### src/design/bsb_pkg.sv
// shared constants for the b-spline basis evaluator
// no dependencies; used by bsb_div and bspline_basis_eval
package bsb_pkg;

   localparam int MAX_KNOTS  = 16;
   localparam int KNOT_AW    = 4;
   localparam int KNOT_CW    = 5;
   localparam int KNOT_W     = 32;
   localparam int BASIS_W    = 17;
   localparam int DIVIDEND_W = 51;
   localparam int DIVISOR_W  = 33;
   localparam int QUOT_W     = 52;
   localparam int STEP_W     = 6;

   localparam logic [BASIS_W-1:0] ONE_Q16 = 17'h10000;

   localparam logic OP_WRITE = 1'b0;
   localparam logic OP_EVAL  = 1'b1;

   localparam logic [1:0] CSR_DEGREE     = 2'd0;
   localparam logic [1:0] CSR_KNOT_COUNT = 2'd1;

endpackage

### src/design/bspline_basis_eval.sv
// Cox-de Boor basis evaluator: a knot write (op 0) is taken while idle; an evaluation
// (op 1) builds the degree-0 row one knot span at a time, then each term of each
// higher level whose lower basis and knot span are nonzero goes through one serial
// divider, and then the results are emitted (an error result if the knot count is
// under degree + 2). The knot table and the working basis row sit in two 16-entry
// memories with registered reads; one transaction is worked at a time.
// depends on bsb_pkg and bsb_div
module bspline_basis_eval (
   input  logic                 clock,
   input  logic                 reset,
   input  logic                 req_valid,
   output logic                 req_ready,
   input  logic                 req_op,
   input  logic [3:0]           req_knot_index,
   input  logic signed [31:0]   req_knot_value,
   input  logic signed [31:0]   req_point,
   output logic                 rsp_valid,
   input  logic                 rsp_ready,
   output logic [3:0]           rsp_basis_index,
   output logic [16:0]          rsp_basis_value,
   output logic                 rsp_last,
   output logic                 rsp_config_error,
   input  logic                 csr_valid,
   output logic                 csr_ready,
   input  logic [1:0]           csr_index,
   input  logic [31:0]          csr_wdata
);

   localparam logic [3:0] S_IDLE  = 4'd0;
   localparam logic [3:0] S_D0_RD = 4'd1;
   localparam logic [3:0] S_D0_WR = 4'd2;
   localparam logic [3:0] S_LV_R1 = 4'd3;
   localparam logic [3:0] S_LV_R2 = 4'd4;
   localparam logic [3:0] S_LV_MA = 4'd5;
   localparam logic [3:0] S_LV_DA = 4'd6;
   localparam logic [3:0] S_LV_MB = 4'd7;
   localparam logic [3:0] S_LV_DB = 4'd8;
   localparam logic [3:0] S_EM_RD = 4'd9;
   localparam logic [3:0] S_EM_WR = 4'd10;
   localparam logic [3:0] S_ERR   = 4'd11;

   logic [3:0]                        state_ff, state_in;
   logic [1:0]                        degree_ff, degree_in;
   logic [bsb_pkg::KNOT_CW-1:0]       kc_ff, kc_in;
   logic [bsb_pkg::KNOT_CW-1:0]       kc_eff;
   logic [bsb_pkg::KNOT_CW-1:0]       j_ff, j_in;
   logic [1:0]                        r_ff, r_in;
   logic signed [31:0]                x_ff, x_in;
   logic signed [31:0]                tj_ff, tj_in, tjr_ff, tjr_in;
   logic signed [31:0]                tj1_ff, tj1_in, tjr1_ff, tjr1_in;
   logic [bsb_pkg::BASIS_W-1:0]       nj_ff, nj_in, nj1_ff, nj1_in;
   logic signed [bsb_pkg::DIVIDEND_W-1:0] prod_ff, prod_in;
   logic signed [bsb_pkg::DIVISOR_W-1:0]  span_ff, span_in;
   logic                              skip_ff, skip_in;
   logic                              pend_ff, pend_in;
   logic signed [bsb_pkg::QUOT_W-1:0] a_ff, a_in;
   logic                              rsp_valid_ff, rsp_valid_in;
   logic [3:0]                        rsp_index_ff, rsp_index_in;
   logic [bsb_pkg::BASIS_W-1:0]       rsp_value_ff, rsp_value_in;
   logic                              rsp_last_ff, rsp_last_in;
   logic                              rsp_err_ff, rsp_err_in;

   logic signed [31:0]                knot_mem [bsb_pkg::MAX_KNOTS];
   logic [bsb_pkg::BASIS_W-1:0]       basis_mem [bsb_pkg::MAX_KNOTS];
   logic signed [31:0]                kq0_ff, kq1_ff;
   logic [bsb_pkg::BASIS_W-1:0]       bq0_ff, bq1_ff;
   logic [bsb_pkg::KNOT_AW-1:0]       ka0, ka1, ba0, ba1, bwa;
   logic [bsb_pkg::KNOT_CW-1:0]       ka0_w, ka1_w;
   logic                              bwe;
   logic [bsb_pkg::BASIS_W-1:0]       bwd;
   logic                              kwe;

   logic                              div_start;
   logic                              div_done;
   logic signed [bsb_pkg::QUOT_W-1:0] div_q;
   logic signed [bsb_pkg::QUOT_W:0]   sum;
   logic [bsb_pkg::BASIS_W-1:0]       sat;
   logic                              rsp_free;
   logic [bsb_pkg::KNOT_CW-1:0]       nb;
   logic [bsb_pkg::KNOT_CW-1:0]       cnt_lv;
   logic signed [32:0]                num;
   logic [bsb_pkg::BASIS_W-1:0]       lower;
   logic signed [bsb_pkg::DIVIDEND_W-1:0] prod_w;

   bsb_div u_div (
      .clock    (clock),
      .reset    (reset),
      .start    (div_start),
      .dividend (prod_ff),
      .divisor  (span_ff),
      .done     (div_done),
      .quotient (div_q)
   );

   assign kc_eff   = (kc_ff > bsb_pkg::KNOT_CW'(bsb_pkg::MAX_KNOTS))
                     ? bsb_pkg::KNOT_CW'(bsb_pkg::MAX_KNOTS) : kc_ff;
   assign nb       = kc_eff - 1'b1 - bsb_pkg::KNOT_CW'(degree_ff);
   assign cnt_lv   = kc_eff - 1'b1 - bsb_pkg::KNOT_CW'(r_ff);
   assign rsp_free = !rsp_valid_ff || rsp_ready;
   assign req_ready = (state_ff == S_IDLE);
   assign csr_ready = 1'b1;
   assign kwe      = req_valid && req_ready && (req_op == bsb_pkg::OP_WRITE);

   // knot reads: t[j],t[j+1] in degree 0; t[j],t[j+r] then t[j+1],t[j+r+1] in levels
   always_comb begin
      ka0_w = j_ff;
      ka1_w = j_ff + bsb_pkg::KNOT_CW'(r_ff);
      if (state_ff == S_D0_RD) begin
         ka1_w = j_ff + 1'b1;
      end else if (state_ff == S_LV_R2) begin
         ka0_w = j_ff + 1'b1;
         ka1_w = j_ff + bsb_pkg::KNOT_CW'(r_ff) + 1'b1;
      end
   end
   assign ka0 = ka0_w[bsb_pkg::KNOT_AW-1:0];
   assign ka1 = ka1_w[bsb_pkg::KNOT_AW-1:0];
   assign ba0 = j_ff[bsb_pkg::KNOT_AW-1:0];
   assign ba1 = bsb_pkg::KNOT_AW'(j_ff + 1'b1);
   assign bwa = j_ff[bsb_pkg::KNOT_AW-1:0];

   always_ff @(posedge clock) begin
      if (kwe) begin
         knot_mem[req_knot_index] <= req_knot_value;
      end
      kq0_ff <= knot_mem[ka0];
      kq1_ff <= knot_mem[ka1];
   end

   always_ff @(posedge clock) begin
      if (bwe) begin
         basis_mem[bwa] <= bwd;
      end
      bq0_ff <= basis_mem[ba0];
      bq1_ff <= basis_mem[ba1];
   end

   function automatic logic signed [bsb_pkg::QUOT_W:0] QUOT_EXT(
      input logic signed [bsb_pkg::QUOT_W-1:0] v);
      QUOT_EXT = {v[bsb_pkg::QUOT_W-1], v};
   endfunction

   assign sum = QUOT_EXT(a_ff) + QUOT_EXT(div_q);

   always_comb begin
      if (sum < 0) begin
         sat = '0;
      end else if (sum > $signed({{(bsb_pkg::QUOT_W - bsb_pkg::BASIS_W + 1){1'b0}},
                                  bsb_pkg::ONE_Q16})) begin
         sat = bsb_pkg::ONE_Q16;
      end else begin
         sat = sum[bsb_pkg::BASIS_W-1:0];
      end
   end

   // term operands: first term in MA, second in MB
   always_comb begin
      if (state_ff == S_LV_MA) begin
         num   = {x_ff[31], x_ff} - {tj_ff[31], tj_ff};
         lower = nj_ff;
      end else begin
         num   = {tjr1_ff[31], tjr1_ff} - {x_ff[31], x_ff};
         lower = nj1_ff;
      end
   end

   assign prod_w = $signed({{(bsb_pkg::DIVIDEND_W - 33){num[32]}}, num})
                 * $signed({{(bsb_pkg::DIVIDEND_W - bsb_pkg::BASIS_W){1'b0}}, lower});

   always_comb begin
      state_in     = state_ff;
      degree_in    = degree_ff;
      kc_in        = kc_ff;
      j_in         = j_ff;
      r_in         = r_ff;
      x_in         = x_ff;
      tj_in        = tj_ff;
      tjr_in       = tjr_ff;
      tj1_in       = tj1_ff;
      tjr1_in      = tjr1_ff;
      nj_in        = nj_ff;
      nj1_in       = nj1_ff;
      prod_in      = prod_ff;
      span_in      = span_ff;
      skip_in      = skip_ff;
      pend_in      = pend_ff;
      a_in         = a_ff;
      rsp_valid_in = rsp_valid_ff && !rsp_ready;
      rsp_index_in = rsp_index_ff;
      rsp_value_in = rsp_value_ff;
      rsp_last_in  = rsp_last_ff;
      rsp_err_in   = rsp_err_ff;
      bwe          = 1'b0;
      bwd          = '0;
      div_start    = 1'b0;

      if (csr_valid && csr_ready) begin
         unique case (csr_index)
            bsb_pkg::CSR_DEGREE:     degree_in = csr_wdata[1:0];
            bsb_pkg::CSR_KNOT_COUNT: kc_in     = csr_wdata[bsb_pkg::KNOT_CW-1:0];
            default: ;
         endcase
      end

      unique case (state_ff)
         S_IDLE: begin
            if (req_valid && req_op == bsb_pkg::OP_EVAL) begin
               x_in = req_point;
               j_in = '0;
               r_in = 2'd1;
               if (bsb_pkg::KNOT_CW'(degree_ff) + 2'd2 > kc_eff) begin
                  state_in = S_ERR;
               end else begin
                  state_in = S_D0_RD;
               end
            end
         end
         S_D0_RD: state_in = S_D0_WR;
         S_D0_WR: begin
            bwe = 1'b1;
            bwd = (x_ff >= kq0_ff && x_ff < kq1_ff) ? bsb_pkg::ONE_Q16 : '0;
            j_in = j_ff + 1'b1;
            if (j_ff + 2'd2 < kc_eff) begin
               state_in = S_D0_RD;
            end else begin
               j_in     = '0;
               state_in = (degree_ff == 2'd0) ? S_EM_RD : S_LV_R1;
            end
         end
         S_LV_R1: state_in = S_LV_R2;
         S_LV_R2: begin
            tj_in    = kq0_ff;
            tjr_in   = kq1_ff;
            nj_in    = bq0_ff;
            nj1_in   = bq1_ff;
            state_in = S_LV_MA;
         end
         S_LV_MA: begin
            tj1_in   = kq0_ff;
            tjr1_in  = kq1_ff;
            prod_in  = prod_w;
            span_in  = {tjr_ff[31], tjr_ff} - {tj_ff[31], tj_ff};
            skip_in  = (lower == '0) || (tjr_ff == tj_ff);
            pend_in  = 1'b0;
            state_in = S_LV_DA;
         end
         S_LV_DA: begin
            if (skip_ff) begin
               a_in     = '0;
               state_in = S_LV_MB;
            end else if (!pend_ff) begin
               div_start = 1'b1;
               pend_in   = 1'b1;
            end else if (div_done) begin
               a_in     = div_q;
               state_in = S_LV_MB;
            end
         end
         S_LV_MB: begin
            prod_in  = prod_w;
            span_in  = {tjr1_ff[31], tjr1_ff} - {tj1_ff[31], tj1_ff};
            skip_in  = (nj1_ff == '0) || (tjr1_ff == tj1_ff);
            pend_in  = 1'b0;
            state_in = S_LV_DB;
         end
         S_LV_DB: begin
            if (skip_ff || (pend_ff && div_done)) begin
               bwe = 1'b1;
               if (skip_ff) begin
                  if (a_ff < 0) begin
                     bwd = '0;
                  end else if (a_ff > $signed({{(bsb_pkg::QUOT_W - bsb_pkg::BASIS_W){1'b0}},
                                               bsb_pkg::ONE_Q16})) begin
                     bwd = bsb_pkg::ONE_Q16;
                  end else begin
                     bwd = a_ff[bsb_pkg::BASIS_W-1:0];
                  end
               end else begin
                  bwd = sat;
               end
               j_in = j_ff + 1'b1;
               state_in = S_LV_R1;
               if (j_ff + 1'b1 >= cnt_lv) begin
                  j_in = '0;
                  r_in = r_ff + 1'b1;
                  if (r_ff == degree_ff) begin
                     state_in = S_EM_RD;
                  end
               end
            end else if (!pend_ff) begin
               div_start = 1'b1;
               pend_in   = 1'b1;
            end
         end
         S_EM_RD: state_in = S_EM_WR;
         S_EM_WR: begin
            if (rsp_free) begin
               rsp_valid_in = 1'b1;
               rsp_index_in = j_ff[3:0];
               rsp_value_in = bq0_ff;
               rsp_last_in  = (j_ff + 1'b1 == nb);
               rsp_err_in   = 1'b0;
               j_in         = j_ff + 1'b1;
               state_in     = (j_ff + 1'b1 == nb) ? S_IDLE : S_EM_RD;
            end
         end
         S_ERR: begin
            if (rsp_free) begin
               rsp_valid_in = 1'b1;
               rsp_index_in = '0;
               rsp_value_in = '0;
               rsp_last_in  = 1'b1;
               rsp_err_in   = 1'b1;
               state_in     = S_IDLE;
            end
         end
         default: state_in = S_IDLE;
      endcase
   end

   always_ff @(posedge clock) begin
      if (reset) begin
         state_ff     <= S_IDLE;
         degree_ff    <= 2'd1;
         kc_ff        <= 5'd6;
         rsp_valid_ff <= 1'b0;
         pend_ff      <= 1'b0;
      end else begin
         state_ff     <= state_in;
         degree_ff    <= degree_in;
         kc_ff        <= kc_in;
         rsp_valid_ff <= rsp_valid_in;
         pend_ff      <= pend_in;
      end
      j_ff         <= j_in;
      r_ff         <= r_in;
      x_ff         <= x_in;
      tj_ff        <= tj_in;
      tjr_ff       <= tjr_in;
      tj1_ff       <= tj1_in;
      tjr1_ff      <= tjr1_in;
      nj_ff        <= nj_in;
      nj1_ff       <= nj1_in;
      prod_ff      <= prod_in;
      span_ff      <= span_in;
      skip_ff      <= skip_in;
      a_ff         <= a_in;
      rsp_index_ff <= rsp_index_in;
      rsp_value_ff <= rsp_value_in;
      rsp_last_ff  <= rsp_last_in;
      rsp_err_ff   <= rsp_err_in;
   end

   assign rsp_valid        = rsp_valid_ff;
   assign rsp_basis_index  = rsp_index_ff;
   assign rsp_basis_value  = rsp_value_ff;
   assign rsp_last         = rsp_last_ff;
   assign rsp_config_error = rsp_err_ff;

   a_err_single: assert property (@(posedge clock) disable iff (reset)
      rsp_valid_ff && rsp_err_ff |-> rsp_last_ff && rsp_value_ff == '0)
      else $error("error transaction not a single zero result");

   a_value_sat: assert property (@(posedge clock) disable iff (reset)
      rsp_valid_ff |-> rsp_value_ff <= bsb_pkg::ONE_Q16)
      else $error("basis value above one");

   a_emit_loads: assert property (@(posedge clock) disable iff (reset)
      state_ff == S_EM_WR && rsp_free |=> rsp_valid_ff)
      else $error("emitted result lost");

   a_div_idle_start: assert property (@(posedge clock) disable iff (reset)
      div_start |-> state_ff == S_LV_DA || state_ff == S_LV_DB)
      else $error("divider started outside a term step");

endmodule

### src/design/bsb_div.sv
// serial signed divider, one quotient bit per cycle, truncates toward zero
// depends on bsb_pkg
module bsb_div (
   input  logic                                   clock,
   input  logic                                   reset,
   input  logic                                   start,
   input  logic signed [bsb_pkg::DIVIDEND_W-1:0]  dividend,
   input  logic signed [bsb_pkg::DIVISOR_W-1:0]   divisor,
   output logic                                   done,
   output logic signed [bsb_pkg::QUOT_W-1:0]      quotient
);

   logic                              busy_ff, busy_in;
   logic                              done_ff, done_in;
   logic                              neg_ff, neg_in;
   logic [bsb_pkg::STEP_W-1:0]        cnt_ff, cnt_in;
   logic [bsb_pkg::DIVISOR_W:0]       rem_ff, rem_in;
   logic [bsb_pkg::DIVIDEND_W-1:0]    quo_ff, quo_in;
   logic [bsb_pkg::DIVISOR_W-1:0]     den_ff, den_in;
   logic [bsb_pkg::DIVISOR_W:0]       shifted;
   logic [bsb_pkg::DIVISOR_W:0]       diff;
   logic                              fits;

   assign shifted = {rem_ff[bsb_pkg::DIVISOR_W-1:0], quo_ff[bsb_pkg::DIVIDEND_W-1]};
   assign diff    = shifted - {1'b0, den_ff};
   assign fits    = shifted >= {1'b0, den_ff};

   always_comb begin
      busy_in = busy_ff;
      done_in = 1'b0;
      neg_in  = neg_ff;
      cnt_in  = cnt_ff;
      rem_in  = rem_ff;
      quo_in  = quo_ff;
      den_in  = den_ff;
      if (start) begin
         busy_in = 1'b1;
         neg_in  = dividend[bsb_pkg::DIVIDEND_W-1] ^ divisor[bsb_pkg::DIVISOR_W-1];
         cnt_in  = bsb_pkg::STEP_W'(bsb_pkg::DIVIDEND_W - 1);
         rem_in  = '0;
         quo_in  = dividend[bsb_pkg::DIVIDEND_W-1] ? -dividend : dividend;
         den_in  = divisor[bsb_pkg::DIVISOR_W-1] ? -divisor : divisor;
      end else if (busy_ff) begin
         rem_in = fits ? diff : shifted;
         quo_in = {quo_ff[bsb_pkg::DIVIDEND_W-2:0], fits};
         cnt_in = cnt_ff - 1'b1;
         if (cnt_ff == '0) begin
            busy_in = 1'b0;
            done_in = 1'b1;
         end
      end
   end

   always_ff @(posedge clock) begin
      if (reset) begin
         busy_ff <= 1'b0;
         done_ff <= 1'b0;
      end else begin
         busy_ff <= busy_in;
         done_ff <= done_in;
      end
      neg_ff <= neg_in;
      cnt_ff <= cnt_in;
      rem_ff <= rem_in;
      quo_ff <= quo_in;
      den_ff <= den_in;
   end

   assign done     = done_ff;
   assign quotient = neg_ff ? -$signed({1'b0, quo_ff}) : $signed({1'b0, quo_ff});

endmodule
### config.mk
export PLATFORM = sky130hd
export DESIGN_NAME = bspline_basis_eval
export DESIGN_NICKNAME = d
export VERILOG_FILES = /design/src/design/bsb_pkg.sv /design/src/design/bspline_basis_eval.sv /design/src/design/bsb_div.sv
export SDC_FILE = /design/constraint.sdc
export NUM_CORES = 2
export LEC_CHECK = 0
export BUFFER_PORTS_ARGS = -buffer_cell sky130_fd_sc_hd__buf_4
export CORE_AREA = 2 2 455 457
export CTS_BUF_LIST = sky130_fd_sc_hd__clkbuf_4 sky130_fd_sc_hd__clkbuf_8
export DETAILED_ROUTE_END_ITERATION = 10
export DIE_AREA = 0 0 457 459
export SYNTH_ARGS = -nofsm -noshare
export SYNTH_HDL_FRONTEND = slang
export SYNTH_SLANG_ARGS = --single-unit
### constraint.sdc
create_clock -name clock -period 10 [get_ports clock]
set_clock_uncertainty 0.1 [all_clocks]
set_input_delay 0.5 -clock clock [delete_from_list [all_inputs] [get_ports clock]]
set_output_delay 0.5 -clock clock [all_outputs]
set_load 0.01 [all_outputs]
==> results.md <==
## Finish
* **Final Net Count** 9032
* **Reg area** 40000 sq um
* **layout cell share with drive strength beyond 1** 16.3%
* **synthesis-to-finish area growth** 12.2%
* **fill cell total of the finished layout** 18100
* **Final Core Density** 50.1%
* **area of combinational cells with multiple inputs** 47700 sq um
* **summed area of non-filler cells in the final layout** 103000 sq um

## Floorplan
* **placeable core area** 206000 sq um
* **die outline area** 210000 sq um
* **starting density of the core** 44.7%
* **Core Rows** 167
* **horizontal die dimension** 457 um
* **Top Ports** 134
* **vertical extent of the die** 459 um

## Placed design
* **Cell Area, Placed** 97200 sq um
* **HPWL Detailed** 186 mm
* **routability-driven placement congestion ratio** 0.933
* **I/O Buffers** 105
* **setup slack after placement** 0.0658 ns

## Route
* **DR iter-0 viols** 5508
* **number of nets still failing antenna checks after routing** 0
* **DR DRC count** 0
* **wire per inst** 23.7 um
* **Routed Wire Length** 258 mm
* **drt via density** 5.75
* **drt pass-1 iters** 5
* **total number of vias** 62400

## Synthesis
* **main combinational cell family by area after synthesis** adder cells
* **flop and latch count out of synthesis** 1382
* **Warnings, synthesis** 0
* **area share of and/or/nand/nor cells after synthesis** 9.45%
* **average cell area after synthesis** 12.1 sq um
* **part of the Yosys area used for sequential elements** 43.5%
* **number of distinct library cells after synthesis** 104
* **most instantiated cells after synthesis** edfxtp_1 (1230), inv_1 (921), nand2_1 (674)
* **number of flops mapped to enable cells by yosys** 1230
* **Post-synth ARST share** 0%
* **largest area contributor in the netlist** edfxtp_1
* **cells after synthesis** 7592
* **Synthesized Nets** 8671
* **Top FF cell, synth** edfxtp_1
* **share of the synthesized area in the top cell type** 40.2%
* **Synth Area in Compound Gates** 9.15%
* **Synth Area in Adders** 17.7%
* **portion of netlist area occupied by mux cells** 11.5%
* **cell area after synthesis** 91900 sq um
* **dominant cells by area after synthesis** edfxtp_1 (40%), fa_1 (12%), mux4_2 (11%), ha_1 (5.8%), inv_1 (3.8%)
* **cell with the most instances after synthesis** edfxtp_1
* **xor and xnor fraction of the mapped netlist area** 3.61%

## Clocking
* **number of buffers inserted during clock tree synthesis** 224
* **CTS tree** built
* **clock tree sinks** 1382
* **htree depth** 4
* **clock edge transition at the registers on the reported setup and hold paths** 0.07 ns
* **Skew-Pair Late Insertion Delay** 1.01 ns
* **maximum clock path buffer count** 3
* **clock root buffer master** clkbuf_8

## Worst setup path
* **data arrival at the endpoint of the critical path** 10.42 ns
* **kind of end point of the critical path** register
* **highest fanout seen on the critical path** 6
* **category of the worst setup path launch point** register
* **cell type with the highest occurrence count on the critical path** fa_1
* **worst endpoint required time** 10.63 ns
* **cell at the slowest stage of the critical path** fa_1
* **slowest cell delay on critical path** 0.56 ns
* **critical setup path kind** reg2reg

## STA
* **number of endpoints with negative hold slack in the final report** 0
* **Least-Margin Pin Slew** 1.26 ns
* **final worst path period share** 97.9%
* **crit path time final** 9.79 ns
* **number of setup violations in the final report** 0
* **final worst slack** 0.210 ns
* **achievable clock frequency** 0.102 GHz
* **Pins Over Slew Limit** 0
* **Max-Slew Margin vs Limit** 16.3%

## Hold path
* **Hold Path Class** in2reg

## Job
* **reported max-cap violation count** 0

## GRT
* **first-pass GRT wire length** 388 mm
* **largest net degree at the start of global routing** 145
* **grt total ovfl** 0
* **number of antenna violations at the first check in global routing** 15
* **All-Layer GR Usage** 24.4%
* **vias in the first global route** 62500

## Run status
* **run status** finished, final reports clean

-- per-stage QoR --
step / instances / setup TNS, ns / hold WS, ns
6_report: 10900 / 0 / 0.108
5_1_grt: 10900 / -0.0174 / 0.0492
4_1_cts: 10900 / 0 / 0.000459
3_5_place_dp: 10300 / 0 / 0.289
3_3_place_gp: 10300 / 0 / 0.288
2_1_floorplan: 7592 / 0 / 0.286
-- repair_timing --
item                                   CTS  global route
pin swaps                                0             6
setup endpoints to repair                2            11
buffers inserted                         0             4
resized for setup                        1            25
gates cloned                             0             0
hold buffers                            85             0
endpoints found under the hold margin  580             0
-- cell families after synthesis --
logic type                 after synthesis
and+or+nand+nor                       1818
DFF                                   1382
AOI/OAI and AO/OA                     1302
buffers and inverters                 1234
adders and majority gates              971
muxes                                  505
xor gates and xnor gates               379
other                                    1
-- worst paths after layout --
check / startpoint / to / slack, ns / depth (start not counted)
max: x_ff[8] / prod_ff[47] / 0.21 / 35
min: req_point[18] / x_ff[18] / 0.11 / 2
max reg2reg: x_ff[8] / prod_ff[47] / 0.21 / 35
min reg2reg: bq1_ff[13] / nj1_ff[13] / 0.31 / 0
-- layout make-up --
| cell class | count | area share, % |
|---|---|---|
| Multi-Input combinational cell | 4976 | 46.3 |
| Sequential cell | 1382 | 38.8 |
| Clock buffer | 317 | 3.80 |
| Timing Repair Buffer | 443 | 3.54 |
| Inverter | 926 | 3.38 |
| Tap cell | 2704 | 3.28 |
| Clock inverter | 107 | 0.891 |
| Antenna cell | 6 | 0.0146 |
-- registers in the layout, indices dropped and copies added, names as in the netlist, 6 cells and up --
| signal | flops |
|---|---|
| bq1_ff | 17 |
| kq0_ff | 32 |
| x_ff | 32 |
| rsp_basis_value | 17 |
| prod_ff | 51 |
| tjr_ff | 32 |
| knot_mem | 512 |
| nj1_ff | 17 |
| nj_ff | 17 |
| u_div.rem_ff | 33 |
| span_ff | 33 |
| tj1_ff | 32 |
| tj_ff | 32 |
| u_div.cnt_ff | 6 |
| tjr1_ff | 32 |
| basis_mem | 272 |
| kq1_ff | 32 |
| bq0_ff | 17 |
| a_ff | 52 |
| u_div.quo_ff | 51 |
| u_div.den_ff | 33 |
-- cells in the final DEF (no fill, tap or decap), drive strengths merged, types with 239 or more instances in the layout --
cell / instances
ha: 426
inv: 933
xnor2: 239
edfxtp: 1230
a21oi: 346
clkbuf: 317
nor2: 384
o21ai: 299
fa: 545
mux4: 441
buf: 358
nand2: 674
-- worst max-delay path, delay by kind of cell (launching register included) --
family / cells / cell delay (ns)
AO/OA/AOI/OAI: 15 / 3.37
adder cells (fa/ha/maj): 8 / 3.86
AND/OR/NAND/NOR: 4 / 0.76
buffers and inverters: 6 / 0.53
flip-flops: 1 / 0.53
XOR/XNOR: 2 / 0.34
-- layer usage --
metal / vias up / global-route usage [%] / share of wire [%]
met2: 2176 / 40.8 / 49
met5: - / 0 / 0.018
met1: 31700 / 33.0 / 42
li1: 28100 / - / -
met4: 8 / 7.42 / 2.9
met3: 416 / 3.45 / 6.6
Power is left out: the tool's default activity adds up to more than one toggle a clock period on the data nets, which glitch-free logic cannot reach.
